==> src/dcta_pkg.sv <==
package dcta_pkg;

	localparam int unsigned REF_COUNTS_W = 15;
	localparam int unsigned SLOPE_W      = 16;
	localparam int unsigned TEMP_W       = 16;
	localparam int unsigned SUM_W        = 16;
	localparam int unsigned CFG_W        = 16;
	localparam int unsigned CFG_IDX_W    = 3;

	// counts to temperature scaling, as shift amounts (4096 and 64)
	localparam int unsigned EXT_SHIFT = 12;
	localparam int unsigned INT_SHIFT = 6;

	// difference of a 16-bit sum and a 15-bit reference, signed
	localparam int unsigned DIFF_W = SUM_W + 1;
	localparam int unsigned PROD_W = DIFF_W + SLOPE_W;

	typedef enum logic [CFG_IDX_W-1:0] {
		REG_EXT_REF_COUNTS = 3'd0,
		REG_EXT_SLOPE      = 3'd1,
		REG_EXT_REF_TEMP   = 3'd2,
		REG_INT_REF_COUNTS = 3'd3,
		REG_INT_SLOPE      = 3'd4,
		REG_INT_REF_TEMP   = 3'd5
	} reg_idx_t;

	typedef enum logic {
		ACT_SAMPLE = 1'b0,
		ACT_FETCH  = 1'b1
	} action_t;

	typedef enum logic {
		CHAN_EXT = 1'b0,
		CHAN_INT = 1'b1
	} chan_t;

endpackage

==> src/dual_channel_temp_accumulator_top.sv <==
// Two-channel temperature accumulator with linear calibration.
// Input channel (in_valid / in_stall): each word is either a converter sample
// (action low) for the channel shown on next_channel, or a fetch request
// (action high). Samples alternate external, internal; after every
// PAIRS_PER_GROUP pairs both sums are latched and marked ready if the previous
// group was fetched. A fetch of a ready group converts it to temperatures.
// Output channel (out_valid / out_stall): exactly one result word per input
// word, in order: fetched, ext_temp, int_temp, next_channel.
// Words pass the input register, then the result register. Throughput is one
// word per cycle without stalls; the path between the registers holds the sum
// update and one 17x16 multiply per channel with its rounding and offset add.
// A stalled result holds; the input register still takes a word behind it,
// and in_stall rises only when both registers are full and out_stall is high.
// Configuration is a plain write port (wr_en, wr_index, wr_data), which the user
// writes only while no word is in flight, unchecked by the block. Reset clears
// sums, counters, the ready flag, both temperatures, config and both valid bits.
module dual_channel_temp_accumulator_top
	import dcta_pkg::*;
#(
	parameter int unsigned PAIRS_PER_GROUP = 16,
	parameter int unsigned SAMPLE_BITS     = 10
) (
	input  logic                   clk,
	input  logic                   arst_n,

	input  logic                   wr_en,
	input  logic [CFG_IDX_W-1:0]   wr_index,
	input  logic [CFG_W-1:0]       wr_data,

	input  logic                   in_valid,
	output logic                   in_stall,
	input  logic                   action,
	input  logic [SAMPLE_BITS-1:0] sample,

	output logic                   out_valid,
	input  logic                   out_stall,
	output logic                   fetched,
	output logic [TEMP_W-1:0]      ext_temp,
	output logic [TEMP_W-1:0]      int_temp,
	output logic                   next_channel
);

	localparam int unsigned CNT_W = $clog2(PAIRS_PER_GROUP);
	localparam logic [CNT_W-1:0] CNT_LAST = CNT_W'(PAIRS_PER_GROUP - 1);

	// configuration registers
	logic [REF_COUNTS_W-1:0] ext_ref_counts_q, int_ref_counts_q;
	logic [SLOPE_W-1:0]      ext_slope_q, int_slope_q;
	logic [TEMP_W-1:0]       ext_ref_temp_q, int_ref_temp_q;

	// accumulator state
	logic [SUM_W-1:0]  sum_ext_q, sum_int_q;
	logic [SUM_W-1:0]  latched_ext_q, latched_int_q;
	logic              chan_q;
	logic [CNT_W-1:0]  pair_cnt_q;
	logic              ready_q;
	logic [TEMP_W-1:0] temp_ext_q, temp_int_q;

	// input register
	logic                   valid_s1;
	logic                   action_s1;
	logic [SAMPLE_BITS-1:0] sample_s1;

	logic in_take, s1_move;

	assign s1_move  = valid_s1 && (!out_valid || !out_stall);
	assign in_stall = valid_s1 && !s1_move;
	assign in_take  = in_valid && !in_stall;

	always_ff @(posedge clk or negedge arst_n) begin
		if (!arst_n) begin
			valid_s1 <= 1'b0;
		end else if (in_take) begin
			valid_s1 <= 1'b1;
		end else if (s1_move) begin
			valid_s1 <= 1'b0;
		end
	end

	always_ff @(posedge clk) begin
		if (in_take) begin
			action_s1 <= action;
			sample_s1 <= sample;
		end
	end

	always_ff @(posedge clk or negedge arst_n) begin
		if (!arst_n) begin
			ext_ref_counts_q <= '0;
			ext_slope_q      <= '0;
			ext_ref_temp_q   <= '0;
			int_ref_counts_q <= '0;
			int_slope_q      <= '0;
			int_ref_temp_q   <= '0;
		end else if (wr_en) begin
			unique case (wr_index)
				REG_EXT_REF_COUNTS: ext_ref_counts_q <= wr_data[REF_COUNTS_W-1:0];
				REG_EXT_SLOPE:      ext_slope_q      <= wr_data[SLOPE_W-1:0];
				REG_EXT_REF_TEMP:   ext_ref_temp_q   <= wr_data[TEMP_W-1:0];
				REG_INT_REF_COUNTS: int_ref_counts_q <= wr_data[REF_COUNTS_W-1:0];
				REG_INT_SLOPE:      int_slope_q      <= wr_data[SLOPE_W-1:0];
				REG_INT_REF_TEMP:   int_ref_temp_q   <= wr_data[TEMP_W-1:0];
				default: ;
			endcase
		end
	end

	// calibration, quotient truncated toward zero by biasing negatives
	logic signed [DIFF_W-1:0] diff_ext, diff_int;
	logic signed [PROD_W-1:0] prod_ext, prod_int, biased_ext, biased_int;
	logic [TEMP_W-1:0]        conv_ext, conv_int;

	always_comb begin
		diff_ext   = $signed({2'b00, ext_ref_counts_q}) - $signed({1'b0, latched_ext_q});
		diff_int   = $signed({1'b0, latched_int_q}) - $signed({2'b00, int_ref_counts_q});
		prod_ext   = diff_ext * $signed(ext_slope_q);
		prod_int   = diff_int * $signed(int_slope_q);
		biased_ext = prod_ext
			+ $signed({{(PROD_W-EXT_SHIFT){1'b0}}, {EXT_SHIFT{prod_ext[PROD_W-1]}}});
		biased_int = prod_int
			+ $signed({{(PROD_W-INT_SHIFT){1'b0}}, {INT_SHIFT{prod_int[PROD_W-1]}}});
		conv_ext   = biased_ext[EXT_SHIFT +: TEMP_W] + ext_ref_temp_q;
		conv_int   = biased_int[INT_SHIFT +: TEMP_W] + int_ref_temp_q;
	end

	// next state for one word
	logic [SUM_W-1:0]  sample_ext;
	logic [SUM_W-1:0]  sum_ext_d, sum_int_d, latched_ext_d, latched_int_d;
	logic              chan_d, ready_d, fetched_d;
	logic [CNT_W-1:0]  pair_cnt_d;
	logic [TEMP_W-1:0] temp_ext_d, temp_int_d;

	always_comb begin
		sample_ext    = SUM_W'(sample_s1);
		sum_ext_d     = sum_ext_q;
		sum_int_d     = sum_int_q;
		latched_ext_d = latched_ext_q;
		latched_int_d = latched_int_q;
		chan_d        = chan_q;
		ready_d       = ready_q;
		pair_cnt_d    = pair_cnt_q;
		temp_ext_d    = temp_ext_q;
		temp_int_d    = temp_int_q;
		fetched_d     = 1'b0;
		if (action_s1 == ACT_SAMPLE) begin
			chan_d = ~chan_q;
			if (chan_q == CHAN_EXT) begin
				sum_ext_d = sum_ext_q + sample_ext;
			end else begin
				sum_int_d  = sum_int_q + sample_ext;
				pair_cnt_d = (pair_cnt_q == CNT_LAST) ? '0 : pair_cnt_q + 1'b1;
				// group complete and the previous one was consumed
				if (pair_cnt_q == CNT_LAST && !ready_q) begin
					latched_ext_d = sum_ext_q;
					latched_int_d = sum_int_d;
					sum_ext_d     = '0;
					sum_int_d     = '0;
					ready_d       = 1'b1;
				end
			end
		end else if (ready_q) begin
			ready_d    = 1'b0;
			temp_ext_d = conv_ext;
			temp_int_d = conv_int;
			fetched_d  = 1'b1;
		end
	end

	always_ff @(posedge clk or negedge arst_n) begin
		if (!arst_n) begin
			sum_ext_q     <= '0;
			sum_int_q     <= '0;
			latched_ext_q <= '0;
			latched_int_q <= '0;
			chan_q        <= CHAN_EXT;
			pair_cnt_q    <= '0;
			ready_q       <= 1'b0;
			temp_ext_q    <= '0;
			temp_int_q    <= '0;
		end else if (s1_move) begin
			sum_ext_q     <= sum_ext_d;
			sum_int_q     <= sum_int_d;
			latched_ext_q <= latched_ext_d;
			latched_int_q <= latched_int_d;
			chan_q        <= chan_d;
			pair_cnt_q    <= pair_cnt_d;
			ready_q       <= ready_d;
			temp_ext_q    <= temp_ext_d;
			temp_int_q    <= temp_int_d;
		end
	end

	// result register
	always_ff @(posedge clk or negedge arst_n) begin
		if (!arst_n) begin
			out_valid <= 1'b0;
		end else if (s1_move) begin
			out_valid <= 1'b1;
		end else if (!out_stall) begin
			out_valid <= 1'b0;
		end
	end

	always_ff @(posedge clk) begin
		if (s1_move) begin
			fetched      <= fetched_d;
			ext_temp     <= temp_ext_d;
			int_temp     <= temp_int_d;
			next_channel <= chan_d;
		end
	end

endmodule

==> config.mk <==
export PLATFORM = sky130hd
export DESIGN_NAME = dual_channel_temp_accumulator_top
export DESIGN_NICKNAME = d
export VERILOG_FILES = /design/src/dcta_pkg.sv /design/src/dual_channel_temp_accumulator_top.sv
export SDC_FILE = /design/constraint.sdc
export NUM_CORES = 2
export LEC_CHECK = 0
export BUFFER_PORTS_ARGS = -buffer_cell sky130_fd_sc_hd__buf_4
export CORE_ASPECT_RATIO = 0.7
export CORE_UTILIZATION = 29
export CTS_BUF_LIST = sky130_fd_sc_hd__clkbuf_2 sky130_fd_sc_hd__clkbuf_4 sky130_fd_sc_hd__clkbuf_8
export DETAILED_ROUTE_END_ITERATION = 8
export RECOVER_POWER = 25
export SYNTH_ARGS = -nofsm -noshare
export SYNTH_HDL_FRONTEND = slang
export SYNTH_SLANG_ARGS = --single-unit
==> constraint.sdc <==
create_clock -name clk -period 12.6 [get_ports clk]
set_input_delay 2.52 -clock clk [delete_from_list [all_inputs] [get_ports clk]]
set_output_delay 2.52 -clock clk [all_outputs]
set_load 0.02 [all_outputs]
==> results.txt <==
----------------------------------------------------
[Place]
  Last weighted congestion value of the routability-driven placer ... 0.924
  Final HPWL DP ... around 72,000 um
  Port Buf Inserts ... 70

[Clock network]
  Buffer levels on the longest clock path ... 3
  Total number of clock tree sinks ... between 200 and 250
  Clock transition time at the flip-flop clock pins of the worst setup and hold paths ... ~0.08 ns
  Total clock buffers created by CTS ... 37
  Total number of H-tree levels ... 2
  TritonCTS clock tree ... yes
  Cell chosen for the clock root ... sky130_fd_sc_hd__clkbuf_8
  Source-to-sink clock delay at the later pin of the worst-skew pair ... roughly 0.62 ns
  Number of hold buffers added after CTS ... 0

[Routing]
  Iteration count of the initial detailed-routing pass ... 7
  Wirelength, routed ... about 91,000 um
  Antenna Nets Post-Route ... 0
  Remaining routing DRC violations ... 0
  Vias per inst ... about 4.6
  Routed vias ... around 24,000
  Number of DRC markers after the initial detailed-route iteration ... roughly 1,800
  Average wire per cell in the routed design ... 17.3 um

[Yosys]
  Arithmetic-cell share of the synthesized area counting full adders, half adders and majority gates ... a little over two fifths
  Multiplexer share of the synthesized area ... 3.84%
  Most common cell in the synthesized netlist ... sky130_fd_sc_hd__inv_1
  Xor/xnor cell area share of the yosys netlist ... ~4.4%
  Dominant synthesized flop cell ... sky130_fd_sc_hd__dfrtp_1
  Share of flip-flops with an asynchronous set or reset after synthesis ... about four fifths
  Library cell with the largest summed area after synthesis ... sky130_fd_sc_hd__fa_1
  Area fraction in compound gates after synthesis ... a little under 7%
  Number of synthesized register bits ... between 200 and 250
  Sequential fraction of the synthesis area ... a little under a fifth
  Mapped cell area ... 33,400 um2
  Post-synth top area share ... between 30% and 40%
  Syn nets ... around 4,300
  Synth Area per Inst ... approximately 9.6 um2
  Cell variety after synth ... 67
  List of most frequent post-synthesis cells ... sky130_fd_sc_hd__inv_1, sky130_fd_sc_hd__fa_1, sky130_fd_sc_hd__nand2_1, sky130_fd_sc_hd__ha_1, sky130_fd_sc_hd__dfrtp_1
  Main combinational cell family by area after synthesis ... adder cells
  Yosys Warn Count ... 0
  Gate count after technology mapping ... about 3,500
  EDFF count, synth ... 45
  Cell types occupying the most area after synthesis ... sky130_fd_sc_hd__fa_1, sky130_fd_sc_hd__dfrtp_1, sky130_fd_sc_hd__ha_1, sky130_fd_sc_hd__inv_1, sky130_fd_sc_hd__nand2_1
  Post-Synth Simple-Gate Area ... 13.7%

[Timing]
  Hold Vio Cnt, Final ... 0
  Total negative slack for setup checks ... 0 ns
  Transition at the pin with the smallest max-transition slack ... approximately 3.7 ns
  Clock skew ... 0.0305 ns
  Slew Viols, Final ... 68
  Clock period minus worst slack ... 12.15 ns
  Final period util ... 96.4%
  Final setup vio count ... 0
  Highest Clock Rate ... about 80 MHz
  Max-slew headroom ... -148%

[Setup path]
  Biggest cell delay along the critical path ... between 0.5 and 0.6 ns
  Required time at the endpoint of the critical path ... about 13 ns
  Capturing element type of the critical path ... register
  Crit Path Category ... register to register
  Slowest stage cell, crit path ... sky130_fd_sc_hd__fa_2
  Worst Reg-to-Reg Cells ... just under 60
  Critical Path Start Type ... register
  Largest fanout of any net on the critical path ... 7
  Most used cell, CP ... sky130_fd_sc_hd__a21o_1
  Arrival @ worst endpoint ... between 10 and 15 ns
  FF-to-FF setup slack ... between 0.4 and 0.5 ns

[Final layout]
  Total number of nets in the final design ... between 4,000 and 5,000
  Footprint of the flip-flops and latches ... 6310 um2
  Ratio of cells with drive above 1 in the final layout ... 15.0%
  Layout area overhead ... 14.8%
  Area occupied by multi-input gates ... around 24,000 um2
  Filler cells ... between 10,000 and 15,000

[Outcome]
  Failing checks ... capacitance limit, slew limit
  Result of the run ... complete, but fails checks

[Floorplanning]
  Die Y-Extent ... about 290 um
  Area of the core ... 113,000 um2
  Initial Utilization ... about 29%
  Width of the chip ... 407 um
  Top-level I/O count ... 71
  Rows ... 103
  Area of the die ... ~120,000 um2

[Global route]
  Number of antenna violations at the first check in global routing ... 12
  Maximum number of pins on one net before global-route repair ... 75
  Global-route wire length before repair ... about 140,000 um
  Total gr overflow ... 0
  Global-route usage over all layers ... 15.8%
  Via count of the first global-routing pass ... roughly 25,000

[Run]
  Max cap viols ... 1

[Min path]
  Hold Path Stages ... 2
  Class of the worst hold path ... register to register

----------------------------------------------------
-- layout make-up --
class                   count  share of cell area (%)
multi-input cells        2430                    63.7
flip-flops and latches    243                    16.5
inverters                 697                    6.83
repair buffers            299                    6.03
well taps                1522                    4.97
clock buffers              55                    1.78
clock inverters            12                   0.203
diodes                      7                  0.0457
-- layout by cell type (no fill, tap or decap), types with 12 or more instances in the layout --
master,netlist,layout
sky130_fd_sc_hd__o21ai_0,100,88
sky130_fd_sc_hd__clkbuf_8,0,43
sky130_fd_sc_hd__fa_1,558,549
sky130_fd_sc_hd__buf_4,0,270
sky130_fd_sc_hd__xnor2_1,117,108
sky130_fd_sc_hd__nand3_1,28,28
sky130_fd_sc_hd__edfxtp_1,45,45
sky130_fd_sc_hd__a21oi_1,97,85
sky130_fd_sc_hd__dfrtp_1,198,198
sky130_fd_sc_hd__nand4_1,16,16
sky130_fd_sc_hd__o21a_1,15,15
sky130_fd_sc_hd__and2_1,196,194
sky130_fd_sc_hd__a22o_1,19,19
sky130_fd_sc_hd__mux2_2,113,113
sky130_fd_sc_hd__nand2b_1,32,32
sky130_fd_sc_hd__ha_1,260,252
sky130_fd_sc_hd__nor2b_1,45,44
sky130_fd_sc_hd__a21o_1,39,39
sky130_fd_sc_hd__inv_1,695,691
sky130_fd_sc_hd__xor2_1,50,48
sky130_fd_sc_hd__o21bai_1,12,12
sky130_fd_sc_hd__nor3_1,20,18
sky130_fd_sc_hd__clkbuf_4,0,23
sky130_fd_sc_hd__o21ai_1,6,12
sky130_fd_sc_hd__nor2_1,87,83
sky130_fd_sc_hd__nand2_1,506,505
-- metrics by stage --
step | utilization, % | cell area [um2] | worst slack (ns) | hold WS (ns) | cells
after detailed placement | 32.7 | 37100 | -0.200 | 0.459 | 5172
after global routing | 33.8 | 38300 | -0.102 | 0.496 | 5261
after CTS | 33.4 | 37900 | 0.00344 | 0.478 | 5241
final | 33.8 | 38300 | 0.451 | 0.475 | 5265
after floorplan | - | 33400 | 0.0175 | 0.442 | 3489
after global placement | 32.7 | 37100 | -0.0182 | 0.453 | 5172
-- routing by layer --
| metal | part of all wire [%] | up-vias | GRT usage, % |
|---|---|---|---|
| li1 | - | 11200 | - |
| met1 | 51 | 11900 | 25.0 |
| met2 | 38 | 770 | 20.9 |
| met3 | 9.7 | 62 | 4.90 |
| met4 | 1.1 | 0 | 2.11 |
| met5 | 0 | - | 0 |
-- flip-flops by register name (all words and copies together) (netlist names) --
signal	flops
action_s1	1
chan_q	1
ext_ref_counts_q	15
ext_ref_temp_q	16
ext_slope_q	16
ext_temp	16
fetched	1
int_ref_counts_q	15
int_ref_temp_q	16
int_slope_q	16
int_temp	16
latched_ext_q	16
latched_int_q	16
next_channel	1
out_valid	1
pair_cnt_q	4
ready_q	1
sample_s1	10
sum_ext_q	16
sum_int_q	16
temp_ext_q	16
temp_int_q	16
valid_s1	1
-- final timing paths --
path | start | end
worst max-delay path | latched_int_q[0] | int_temp[12]
min in group asynchronous | arst_n | temp_ext_q[12]
max in group asynchronous | arst_n | sum_int_q[6]
worst min register to register | temp_ext_q[9] | temp_ext_q[9]
worst min-delay path | temp_ext_q[9] | temp_ext_q[9]
worst max register to register | latched_int_q[0] | int_temp[12]
-- worst max-delay path: cells and delay by family (launching register included) --
family	cells	cell delay (ns)
muxes	1	0.27
AOI/OAI and AO/OA	23	4.15
and+or+nand+nor	8	1.08
DFF	1	0.37
adders and majority gates	12	4.59
xor gates and xnor gates	2	0.19
buffers and inverters	12	1.23
-- cell families (layout without fill, tap and decap cells) --
family / count (synthesis) / in the layout
AOI/OAI and AO/OA: 360 / 360
xor gates and xnor gates: 167 / 167
adders and majority gates: 818 / 818
buffers and inverters: 816 / 1063
DFF: 243 / 243
muxes: 114 / 114
other: 0 / 7
and+or+nand+nor: 971 / 971
-- repair_timing --
action	4_1_cts	5_1_grt
pin swaps	3	56
resized for setup	12	91
setup buffers	1	17
setup endpoints to repair	8	28
gates cloned	1	0
Power is left out: the tool's default activity adds up to more than one toggle a clock period on the data nets, which glitch-free logic cannot reach.
